[src/design/eds_pkg.sv]
`timescale 1ns / 1ps

package eds_pkg;

   localparam int LANES         = 4;
   localparam int SUM_WIDTH_DEF = 48;
   localparam int ELEM_W        = 16;
   localparam int SQ_W          = 2 * ELEM_W;
   localparam int LSUM_W        = SQ_W + $clog2(LANES);
   localparam int OUT_SUM_W     = 48;
   localparam int OUT_DIST_W    = 24;

   typedef logic [SQ_W-1:0] sq_type;

   typedef struct packed {
      logic busy;
      logic done;
   } sqrt_stat_type;

endpackage

[src/design/eds_req_if.sv]
`timescale 1ns / 1ps

interface eds_req_if;
   import eds_pkg::*;

   logic                     valid;
   logic                     ready;
   logic signed [ELEM_W-1:0] a_lane0;
   logic signed [ELEM_W-1:0] a_lane1;
   logic signed [ELEM_W-1:0] a_lane2;
   logic signed [ELEM_W-1:0] a_lane3;
   logic signed [ELEM_W-1:0] b_lane0;
   logic signed [ELEM_W-1:0] b_lane1;
   logic signed [ELEM_W-1:0] b_lane2;
   logic signed [ELEM_W-1:0] b_lane3;
   logic                     last_slice;

   modport source (
      output valid, a_lane0, a_lane1, a_lane2, a_lane3,
             b_lane0, b_lane1, b_lane2, b_lane3, last_slice,
      input  ready
   );

   modport sink (
      input  valid, a_lane0, a_lane1, a_lane2, a_lane3,
             b_lane0, b_lane1, b_lane2, b_lane3, last_slice,
      output ready
   );

endinterface

[src/design/eds_rsp_if.sv]
`timescale 1ns / 1ps

interface eds_rsp_if;
   import eds_pkg::*;

   logic                  valid;
   logic                  ready;
   logic [OUT_SUM_W-1:0]  sum_of_squares;
   logic [OUT_DIST_W-1:0] distance;
   logic                  overflowed;

   modport source (
      output valid, sum_of_squares, distance, overflowed,
      input  ready
   );

   modport sink (
      input  valid, sum_of_squares, distance, overflowed,
      output ready
   );

endinterface

[src/design/eds_lane.sv]
`timescale 1ns / 1ps

module eds_lane
   import eds_pkg::*;
(
   input  logic                     clock,
   input  logic                     load,
   input  logic signed [ELEM_W-1:0] a,
   input  logic signed [ELEM_W-1:0] b,
   output sq_type                   sq
);

   logic signed [ELEM_W:0] diff;
   logic [ELEM_W-1:0]      mag;
   sq_type                 sq_ff;
   sq_type                 sq_in;

   always_comb begin
      diff  = {a[ELEM_W-1], a} - {b[ELEM_W-1], b};
      // |a-b| never exceeds 2^16-1, so it fits the element width unsigned
      mag   = diff[ELEM_W] ? ELEM_W'(-diff) : diff[ELEM_W-1:0];
      sq_in = load ? mag * mag : sq_ff;
   end

   always_ff @(posedge clock) begin
      sq_ff <= sq_in;
   end

   assign sq = sq_ff;

endmodule

[src/design/eds_merge.sv]
`timescale 1ns / 1ps

module eds_merge
   import eds_pkg::*;
#(
   parameter int SUM_WIDTH = SUM_WIDTH_DEF
) (
   input  logic                 clock,
   input  logic                 reset,
   input  logic                 s1_valid,
   input  logic                 s1_last,
   input  sq_type               sq [LANES],
   output logic                 start,
   output logic [SUM_WIDTH-1:0] total,
   output logic                 sat,
   output logic                 busy
);

   localparam int AW = SUM_WIDTH + 1;

   logic [LSUM_W-1:0]    lsum_in;
   logic [LSUM_W-1:0]    lsum_ff;
   logic                 s2_valid_ff;
   logic                 s2_valid_in;
   logic                 s2_last_ff;
   logic                 s2_last_in;
   logic [SUM_WIDTH-1:0] run_ff;
   logic [SUM_WIDTH-1:0] run_in;
   logic                 sat_ff;
   logic                 sat_in;
   logic [AW-1:0]        acc;
   logic [SUM_WIDTH-1:0] sum_sat;
   logic                 sat_now;

   // lane reduction, registered before the accumulator
   always_comb begin
      lsum_in = '0;
      for (int i = 0; i < LANES; i++) begin
         lsum_in = lsum_in + LSUM_W'(sq[i]);
      end
      s2_valid_in = s1_valid;
      s2_last_in  = s1_last;
   end

   always_comb begin
      acc     = {1'b0, run_ff} + AW'(lsum_ff);
      // carry out means the sum passed the largest value: clamp
      sum_sat = acc[SUM_WIDTH] ? '1 : acc[SUM_WIDTH-1:0];
      sat_now = sat_ff | acc[SUM_WIDTH];
      run_in  = run_ff;
      sat_in  = sat_ff;
      start   = 1'b0;
      if (s2_valid_ff) begin
         if (s2_last_ff) begin
            run_in = '0;
            sat_in = 1'b0;
            start  = 1'b1;
         end else begin
            run_in = sum_sat;
            sat_in = sat_now;
         end
      end
   end

   always_ff @(posedge clock) begin
      lsum_ff    <= lsum_in;
      s2_last_ff <= s2_last_in;
      if (reset) begin
         s2_valid_ff <= 1'b0;
         run_ff      <= '0;
         sat_ff      <= 1'b0;
      end else begin
         s2_valid_ff <= s2_valid_in;
         run_ff      <= run_in;
         sat_ff      <= sat_in;
      end
   end

   assign total = sum_sat;
   assign sat   = sat_now;
   assign busy  = s2_valid_ff & s2_last_ff;

endmodule

[src/design/eds_sqrt.sv]
`timescale 1ns / 1ps

module eds_sqrt
   import eds_pkg::*;
#(
   parameter int SUM_WIDTH = SUM_WIDTH_DEF
) (
   input  logic                           clock,
   input  logic                           reset,
   input  logic                           start,
   input  logic [SUM_WIDTH-1:0]           operand,
   input  logic                           sat_in,
   input  logic                           take,
   output sqrt_stat_type                  stat,
   output logic [(SUM_WIDTH+1)/2-1:0]     root,
   output logic [SUM_WIDTH-1:0]           sum_out,
   output logic                           sat_out
);

   localparam int ROOT_W = (SUM_WIDTH + 1) / 2;
   localparam int OPW    = 2 * ROOT_W;
   localparam int REM_W  = ROOT_W + 2;
   localparam int CNT_W  = $clog2(ROOT_W + 1);

   typedef enum logic [2:0] {
      SQ_IDLE = 3'b001,
      SQ_CALC = 3'b010,
      SQ_DONE = 3'b100
   } sqrt_state_type;

   sqrt_state_type       state_ff, state_in;
   logic [OPW-1:0]       op_ff, op_in;
   logic [REM_W-1:0]     rem_ff, rem_in;
   logic [ROOT_W-1:0]    root_ff, root_in;
   logic [CNT_W-1:0]     cnt_ff, cnt_in;
   logic [SUM_WIDTH-1:0] sum_ff, sum_in;
   logic                 sat_ff, sat_next;
   logic [REM_W-1:0]     rem_sh;
   logic [REM_W-1:0]     trial;
   logic                 ge;

   // one result bit per cycle, restoring method
   always_comb begin
      rem_sh   = {rem_ff[REM_W-3:0], op_ff[OPW-1:OPW-2]};
      trial    = {root_ff, 2'b01};
      ge       = rem_sh >= trial;
      state_in = state_ff;
      op_in    = op_ff;
      rem_in   = rem_ff;
      root_in  = root_ff;
      cnt_in   = cnt_ff;
      sum_in   = sum_ff;
      sat_next = sat_ff;
      unique case (state_ff)
         SQ_IDLE: begin
            if (start) begin
               op_in    = OPW'(operand);
               rem_in   = '0;
               root_in  = '0;
               cnt_in   = '0;
               sum_in   = operand;
               sat_next = sat_in;
               state_in = SQ_CALC;
            end
         end
         SQ_CALC: begin
            rem_in  = ge ? rem_sh - trial : rem_sh;
            root_in = {root_ff[ROOT_W-2:0], ge};
            op_in   = {op_ff[OPW-3:0], 2'b00};
            cnt_in  = cnt_ff + 1'b1;
            if (cnt_ff == CNT_W'(ROOT_W - 1)) begin
               state_in = SQ_DONE;
            end
         end
         SQ_DONE: begin
            if (take) begin
               state_in = SQ_IDLE;
            end
         end
         default: state_in = SQ_IDLE;
      endcase
   end

   always_ff @(posedge clock) begin
      op_ff   <= op_in;
      rem_ff  <= rem_in;
      root_ff <= root_in;
      sum_ff  <= sum_in;
      sat_ff  <= sat_next;
      if (reset) begin
         state_ff <= SQ_IDLE;
         cnt_ff   <= '0;
      end else begin
         state_ff <= state_in;
         cnt_ff   <= cnt_in;
      end
   end

   // busy is the upper field, done the lower
   assign stat      = {(state_ff != SQ_IDLE), (state_ff == SQ_DONE)};
   assign root      = root_ff;
   assign sum_out   = sum_ff;
   assign sat_out   = sat_ff;

endmodule

[src/design/euclidean_distance_stream.sv]
`timescale 1ns / 1ps
// a result beat passes from its last slice through the lane, merge, square root and output registers
// throughput: one slice per cycle inside a vector pair; after a last slice the next beat is
//   taken once the bit-serial square root unit (one root bit per cycle) hands off its result
// reset: synchronous, active high; clears the running sum, the saturation flag and all valids

module euclidean_distance_stream
   import eds_pkg::*;
#(
   parameter int SUM_WIDTH = SUM_WIDTH_DEF
) (
   input  logic      clock,
   input  logic      reset,
   eds_req_if.sink   req_bus,
   eds_rsp_if.source rsp_bus
);

   localparam int ROOT_W = (SUM_WIDTH + 1) / 2;

   logic signed [ELEM_W-1:0] a_arr [LANES];
   logic signed [ELEM_W-1:0] b_arr [LANES];
   sq_type                   sq [LANES];
   logic                     req_fire;
   logic                     s1_valid_ff, s1_valid_in;
   logic                     s1_last_ff, s1_last_in;
   logic                     m_start;
   logic [SUM_WIDTH-1:0]     m_total;
   logic                     m_sat;
   logic                     m_busy;
   sqrt_stat_type            sq_stat;
   logic [ROOT_W-1:0]        sq_root;
   logic [SUM_WIDTH-1:0]     sq_sum;
   logic                     sq_sat;
   logic                     take;
   logic                     out_valid_ff, out_valid_in;
   logic [OUT_SUM_W-1:0]     out_sum_ff, out_sum_in;
   logic [OUT_DIST_W-1:0]    out_dist_ff, out_dist_in;
   logic                     out_ovf_ff, out_ovf_in;

   assign a_arr[0] = req_bus.a_lane0;
   assign a_arr[1] = req_bus.a_lane1;
   assign a_arr[2] = req_bus.a_lane2;
   assign a_arr[3] = req_bus.a_lane3;
   assign b_arr[0] = req_bus.b_lane0;
   assign b_arr[1] = req_bus.b_lane1;
   assign b_arr[2] = req_bus.b_lane2;
   assign b_arr[3] = req_bus.b_lane3;

   // hold off while a last slice is in flight or the root unit is occupied
   assign req_bus.ready = !(s1_valid_ff && s1_last_ff) && !m_busy && !sq_stat.busy;
   assign req_fire      = req_bus.valid && req_bus.ready;

   generate
      for (genvar g = 0; g < LANES; g++) begin : g_lane
         eds_lane u_lane (
            .clock (clock),
            .load  (req_fire),
            .a     (a_arr[g]),
            .b     (b_arr[g]),
            .sq    (sq[g])
         );
      end
   endgenerate

   always_comb begin
      s1_valid_in = req_fire;
      s1_last_in  = req_bus.last_slice;
   end

   always_ff @(posedge clock) begin
      s1_last_ff <= s1_last_in;
      if (reset) begin
         s1_valid_ff <= 1'b0;
      end else begin
         s1_valid_ff <= s1_valid_in;
      end
   end

   eds_merge #(
      .SUM_WIDTH (SUM_WIDTH)
   ) u_merge (
      .clock    (clock),
      .reset    (reset),
      .s1_valid (s1_valid_ff),
      .s1_last  (s1_last_ff),
      .sq       (sq),
      .start    (m_start),
      .total    (m_total),
      .sat      (m_sat),
      .busy     (m_busy)
   );

   eds_sqrt #(
      .SUM_WIDTH (SUM_WIDTH)
   ) u_sqrt (
      .clock   (clock),
      .reset   (reset),
      .start   (m_start),
      .operand (m_total),
      .sat_in  (m_sat),
      .take    (take),
      .stat    (sq_stat),
      .root    (sq_root),
      .sum_out (sq_sum),
      .sat_out (sq_sat)
   );

   // output register frees the root unit while a beat waits downstream
   always_comb begin
      take         = sq_stat.done && (!out_valid_ff || rsp_bus.ready);
      out_valid_in = out_valid_ff && !rsp_bus.ready;
      out_sum_in   = out_sum_ff;
      out_dist_in  = out_dist_ff;
      out_ovf_in   = out_ovf_ff;
      if (take) begin
         out_valid_in = 1'b1;
         out_sum_in   = OUT_SUM_W'(sq_sum);
         out_dist_in  = OUT_DIST_W'(sq_root);
         out_ovf_in   = sq_sat;
      end
   end

   always_ff @(posedge clock) begin
      out_sum_ff  <= out_sum_in;
      out_dist_ff <= out_dist_in;
      out_ovf_ff  <= out_ovf_in;
      if (reset) begin
         out_valid_ff <= 1'b0;
      end else begin
         out_valid_ff <= out_valid_in;
      end
   end

   assign rsp_bus.valid          = out_valid_ff;
   assign rsp_bus.sum_of_squares = out_sum_ff;
   assign rsp_bus.distance       = out_dist_ff;
   assign rsp_bus.overflowed     = out_ovf_ff;

   a_last_blocks: assert property (@(posedge clock) disable iff (reset)
      req_fire && req_bus.last_slice |=> !req_bus.ready)
      else $error("beat accepted right behind a last slice");

   a_start_idle: assert property (@(posedge clock) disable iff (reset)
      m_start |-> !sq_stat.busy)
      else $error("root unit started while busy");

   a_done_holds: assert property (@(posedge clock) disable iff (reset)
      sq_stat.done && out_valid_ff && !rsp_bus.ready |=> sq_stat.done)
      else $error("root result dropped while output stalled");

   a_last_reaches_merge: assert property (@(posedge clock) disable iff (reset)
      s1_valid_ff && s1_last_ff |=> m_busy)
      else $error("last slice lost between lanes and merge");

endmodule

[src/flat_wrapper.sv]
// flat-port wrapper written by rule: the top's interface ports become plain ports
module euclidean_distance_stream_flat import eds_pkg::*;
#(
   parameter int SUM_WIDTH = SUM_WIDTH_DEF
)
  (clock, reset, req_bus_valid, req_bus_a_lane0, req_bus_a_lane1, req_bus_a_lane2, req_bus_a_lane3, req_bus_b_lane0, req_bus_b_lane1, req_bus_b_lane2, req_bus_b_lane3, req_bus_last_slice, req_bus_ready, rsp_bus_valid, rsp_bus_sum_of_squares, rsp_bus_distance, rsp_bus_overflowed, rsp_bus_ready);
  eds_req_if req_bus_i ();
  eds_rsp_if rsp_bus_i ();
  input  logic clock;
  input  logic reset;
  input wire logic [$bits(req_bus_i.valid)-1:0] req_bus_valid;
  input wire logic [$bits(req_bus_i.a_lane0)-1:0] req_bus_a_lane0;
  input wire logic [$bits(req_bus_i.a_lane1)-1:0] req_bus_a_lane1;
  input wire logic [$bits(req_bus_i.a_lane2)-1:0] req_bus_a_lane2;
  input wire logic [$bits(req_bus_i.a_lane3)-1:0] req_bus_a_lane3;
  input wire logic [$bits(req_bus_i.b_lane0)-1:0] req_bus_b_lane0;
  input wire logic [$bits(req_bus_i.b_lane1)-1:0] req_bus_b_lane1;
  input wire logic [$bits(req_bus_i.b_lane2)-1:0] req_bus_b_lane2;
  input wire logic [$bits(req_bus_i.b_lane3)-1:0] req_bus_b_lane3;
  input wire logic [$bits(req_bus_i.last_slice)-1:0] req_bus_last_slice;
  output wire logic [$bits(req_bus_i.ready)-1:0] req_bus_ready;
  output wire logic [$bits(rsp_bus_i.valid)-1:0] rsp_bus_valid;
  output wire logic [$bits(rsp_bus_i.sum_of_squares)-1:0] rsp_bus_sum_of_squares;
  output wire logic [$bits(rsp_bus_i.distance)-1:0] rsp_bus_distance;
  output wire logic [$bits(rsp_bus_i.overflowed)-1:0] rsp_bus_overflowed;
  input wire logic [$bits(rsp_bus_i.ready)-1:0] rsp_bus_ready;
  assign req_bus_i.valid = req_bus_valid;
  assign req_bus_i.a_lane0 = req_bus_a_lane0;
  assign req_bus_i.a_lane1 = req_bus_a_lane1;
  assign req_bus_i.a_lane2 = req_bus_a_lane2;
  assign req_bus_i.a_lane3 = req_bus_a_lane3;
  assign req_bus_i.b_lane0 = req_bus_b_lane0;
  assign req_bus_i.b_lane1 = req_bus_b_lane1;
  assign req_bus_i.b_lane2 = req_bus_b_lane2;
  assign req_bus_i.b_lane3 = req_bus_b_lane3;
  assign req_bus_i.last_slice = req_bus_last_slice;
  assign req_bus_ready = req_bus_i.ready;
  assign rsp_bus_valid = rsp_bus_i.valid;
  assign rsp_bus_sum_of_squares = rsp_bus_i.sum_of_squares;
  assign rsp_bus_distance = rsp_bus_i.distance;
  assign rsp_bus_overflowed = rsp_bus_i.overflowed;
  assign rsp_bus_i.ready = rsp_bus_ready;
  euclidean_distance_stream #(.SUM_WIDTH(SUM_WIDTH)) u_core (.clock(clock), .reset(reset), .req_bus(req_bus_i), .rsp_bus(rsp_bus_i));
endmodule
[config.mk]
export PLATFORM = sky130hd
export DESIGN_NAME = euclidean_distance_stream_flat
export DESIGN_NICKNAME = d
export VERILOG_FILES = /design/src/design/eds_pkg.sv /design/src/design/eds_req_if.sv /design/src/design/eds_rsp_if.sv /design/src/design/eds_lane.sv /design/src/design/eds_merge.sv /design/src/design/eds_sqrt.sv /design/src/design/euclidean_distance_stream.sv /design/src/flat_wrapper.sv
export SDC_FILE = /design/constraint.sdc
export NUM_CORES = 2
export LEC_CHECK = 0
export BUFFER_PORTS_ARGS = -buffer_cell sky130_fd_sc_hd__buf_2
export CAP_MARGIN = 20
export CORE_MARGIN = 1.5
export CORE_UTILIZATION = 39
export CTS_CLUSTER_DIAMETER = 80
export CTS_CLUSTER_SIZE = 10
export DETAILED_ROUTE_END_ITERATION = 7
export PLACE_DENSITY = 0.67
export SLEW_MARGIN = 25
export SYNTH_ARGS = -nofsm -noshare
export SYNTH_HDL_FRONTEND = slang
export SYNTH_SLANG_ARGS = --single-unit
[constraint.sdc]
create_clock -name clock -period 9.05 [get_ports clock]
set_input_delay 0.4525 -clock clock [delete_from_list [all_inputs] [get_ports clock]]
set_output_delay 0.4525 -clock clock [all_outputs]
set_load 0.05 [all_outputs]
==> reports/results.ini <==
[clock_tree]
ctsRootBufferMaster = clkbuf_16
cts_max_level = 2
cts_tree = built
clk_path_buf_depth = 3
cts.sinks = 438
worstSkewPairLatency_ps = 600
cts_buffers = 50
clkTransAtPathRegs_ps = 60

[floorplan]
core-area_sq_um = 135000
die_area_sq_um = 139000
fp-row-count = 135
ios = 208
die_y_um = 372
fp.dieW_um = 372
start_util_pct = 39.3

[detailed_routing]
drtIter0Drc = 2342
ant_nets = 0
routedWlPerCell_um = 15.7
via_per_inst = 5.01
vias = 39800
drc_errors = 0
wirelength_mm = 125
drtPass1Iterations = 6

[synth]
synth_cell_types = 107
synth-edff-count = 342
synth_compound_area_share_pct = 10.9
ys_ff_latch = 438
syn_area_sq_um = 53200
synth_fa_ha_area_share_pct = 39.8
synth_common_cells = 1111 x inv_1, 715 x fa_1, 546 x ha_1
avgSynthCellArea_sq_um = 9.64
synth_flop_cell = edfxtp_1
yosys.area_share.simple_pct = 11.5
synth_top_area_share_pct = 26.9
synth_top_family_by_area = adder cells
async_flop_share_pct = 0
seq_area_frac_synth_pct = 22.9
synth-xor-area-share_pct = 5.41
yosysWarningCount = 0
post-synth-top-count-cell = inv_1
synthTopCellsByArea = fa_1 27%, edfxtp_1 19%, ha_1 13%
synth_mux_area_share_pct = 0.633
yosys.area.top_type = fa_1
synthCells = 5520

[setup_path]
cp-end-kind = flop
worstPathMaxFanout = 11
slowest_stage = fa_1
cp.required_ps = 9380
crit_type = input port to flop
reg2reg_to = u_core.u_merge.lsum_ff[31]
reg2reg_from = u_core.g_lane[2].u_lane.sq[2]
worstPathArrival_ps = 8930
cpMostUsedCell = inv_1
start_kind = input port
reg2reg_depth = 16
slowest_delay_ps = 570
r2r_slack_ps = 4280

[global_routing]
antenna_found_initial = 0
grt_max_degree = 86
gr-usage-met3_pct = 1.72
global_route.overflow_total = 0
top_usage_layer = met2
use_met1_pct = 24.5
gr-usage-all-layers_pct = 18.4
grt_pass1_wl_mm = 208
grt_pass1_vias = 41600
grtUsageMet2_pct = 32.4

[timing]
setup_viol = 0
worst_pin_slew_ps = 999
max-slew-margin-rel_pct = 33.4
slew_viol_final = 0
finalHoldViolations = 0
skew_ps = 24.1
fmax_mhz = 116
min_period_ps = 8600
period_share_pct = 95.0

[cells_and_area]
fillerInstances = 12800
register_area_sq_um = 12200
multi_input_area_sq_um = 36400
layout.nets = 7518
antennaDiodeCount = 0
final_cell_count_no_fill = 7943
area_growth_pct = 14.9
drive_gt1_share_pct = 14.1

[run]
maxCapViolations = 0

[hold_path]
hold_start = reset
min_path_cells = 2
hold_class = input port to flop
worstHoldEndpoint = u_core.u_sqrt.cnt_ff[0]

[placement]
gp_congestion = 0.898
hpwl_mm = 105
port_buffers = 207
dp.cells = 7847

[status]
status = complete, no violations

[per-stage QoR]
stage | TNS (ps) | hold slack, ps | instance area (sq um) | util [%] | setup WS [ps]
floorplan | 0 | 331 | 53200 | - | 35.7
global placement | -585 | 347 | 59400 | 43.8 | -204
detailed placement | -1360 | 362 | 59400 | 43.8 | -258
CTS | 0 | 178 | 60900 | 45.0 | 305
global route | -15.3 | 206 | 61100 | 45.1 | -11.7
finish | 0 | 199 | 61100 | 45.1 | 452
[layout make-up]
type	count	area share [%]
Multi-Input combinational cell	3831	59.6
Timing Repair Buffer	658	7.30
Tap cell	1781	3.65
Sequential cell	438	20.0
Inverter	1145	7.04
Clock buffer	86	2.32
Clock inverter	4	0.121
[cell families after synthesis]
group                      Yosys count
other                                2
buffers and inverters             1252
and+or+nand+nor                   1346
muxes                               32
adders and majority gates         1261
AOI/OAI and AO/OA                  873
DFF                                438
xor gates and xnor gates           316
[how the worst max path moves through the flow]
stage | startpoint | endpoint | slack [ps] | cells after the start
after detailed placement | req_bus_b_lane1[0] | u_core.g_lane[1].u_lane.sq[31] | -260 | 34
after CTS | req_bus_b_lane1[0] | u_core.g_lane[1].u_lane.sq[31] | 300 | 34
after floorplan | req_bus_a_lane1[0] | u_core.g_lane[1].u_lane.sq[31] | 40 | 36
after global placement | req_bus_a_lane1[0] | u_core.g_lane[1].u_lane.sq[31] | -200 | 35
final | req_bus_b_lane1[1] | u_core.g_lane[1].u_lane.sq[31] | 450 | 35
after global routing | req_bus_b_lane0[0] | u_core.g_lane[0].u_lane.sq[31] | -10 | 39
[cell usage in the layout (no fill, tap or decap), types with 28 or more instances in the layout]
cell,instances
a31oi_1,48
o21ai_0,137
inv_2,31
a21o_1,116
edfxtp_1,342
buf_2,207
and3_1,28
clkbuf_1,34
o21bai_1,35
nand2_1,393
nor3_1,66
clkbuf_16,51
fa_1,715
dfxtp_1,96
nor2b_1,41
nand3_1,59
o21a_1,53
ha_1,546
xnor2_1,207
inv_1,1110
buf_4,447
xor2_1,92
nor2_1,533
a22o_1,33
nand2b_1,65
a21oi_1,251
[worst max-delay path: cells and delay by family]
kind / cells / cell delay, ps
fa+ha+maj: 8 / 3600
compound gates: 9 / 2180
simple gates: 6 / 1340
buf+inv: 9 / 870
xor+xnor: 3 / 490
[what timing repair did]
| action | 4_1_cts | 5_1_grt |
|---|---|---|
| setup endpoints to repair | 0 | 12 |
| hold buffers | 1 | 0 |
| buffers inserted | 0 | 4 |
| hold endpoints to repair | 1 | 0 |
| resized for setup | 0 | 28 |
[registers in the layout, indices dropped and copies added, names as in the netlist, 3 cells and up]
register                       cells
u_core.g_lane.u_lane.sq          124
u_core.rsp_bus.sum_of_squares     48
u_core.u_merge.run_ff             48
u_core.u_sqrt.op_ff               48
u_core.u_sqrt.sum_out             48
u_core.u_merge.lsum_ff            34
u_core.rsp_bus.distance           24
u_core.u_sqrt.rem_ff              24
u_core.u_sqrt.root                24
u_core.u_sqrt.cnt_ff               5
u_core.u_sqrt.state_ff             3
[per-layer routing]
layer / wire [um] / vias up
met5: 0 / -
met1: 54900 / 19600
met4: 2470 / 0
li1: - / 19100
met2: 61700 / 946
met3: 5980 / 155
Power is not shown: default switching activity piles up to over one toggle a cycle in this logic, so the estimate is an artifact.
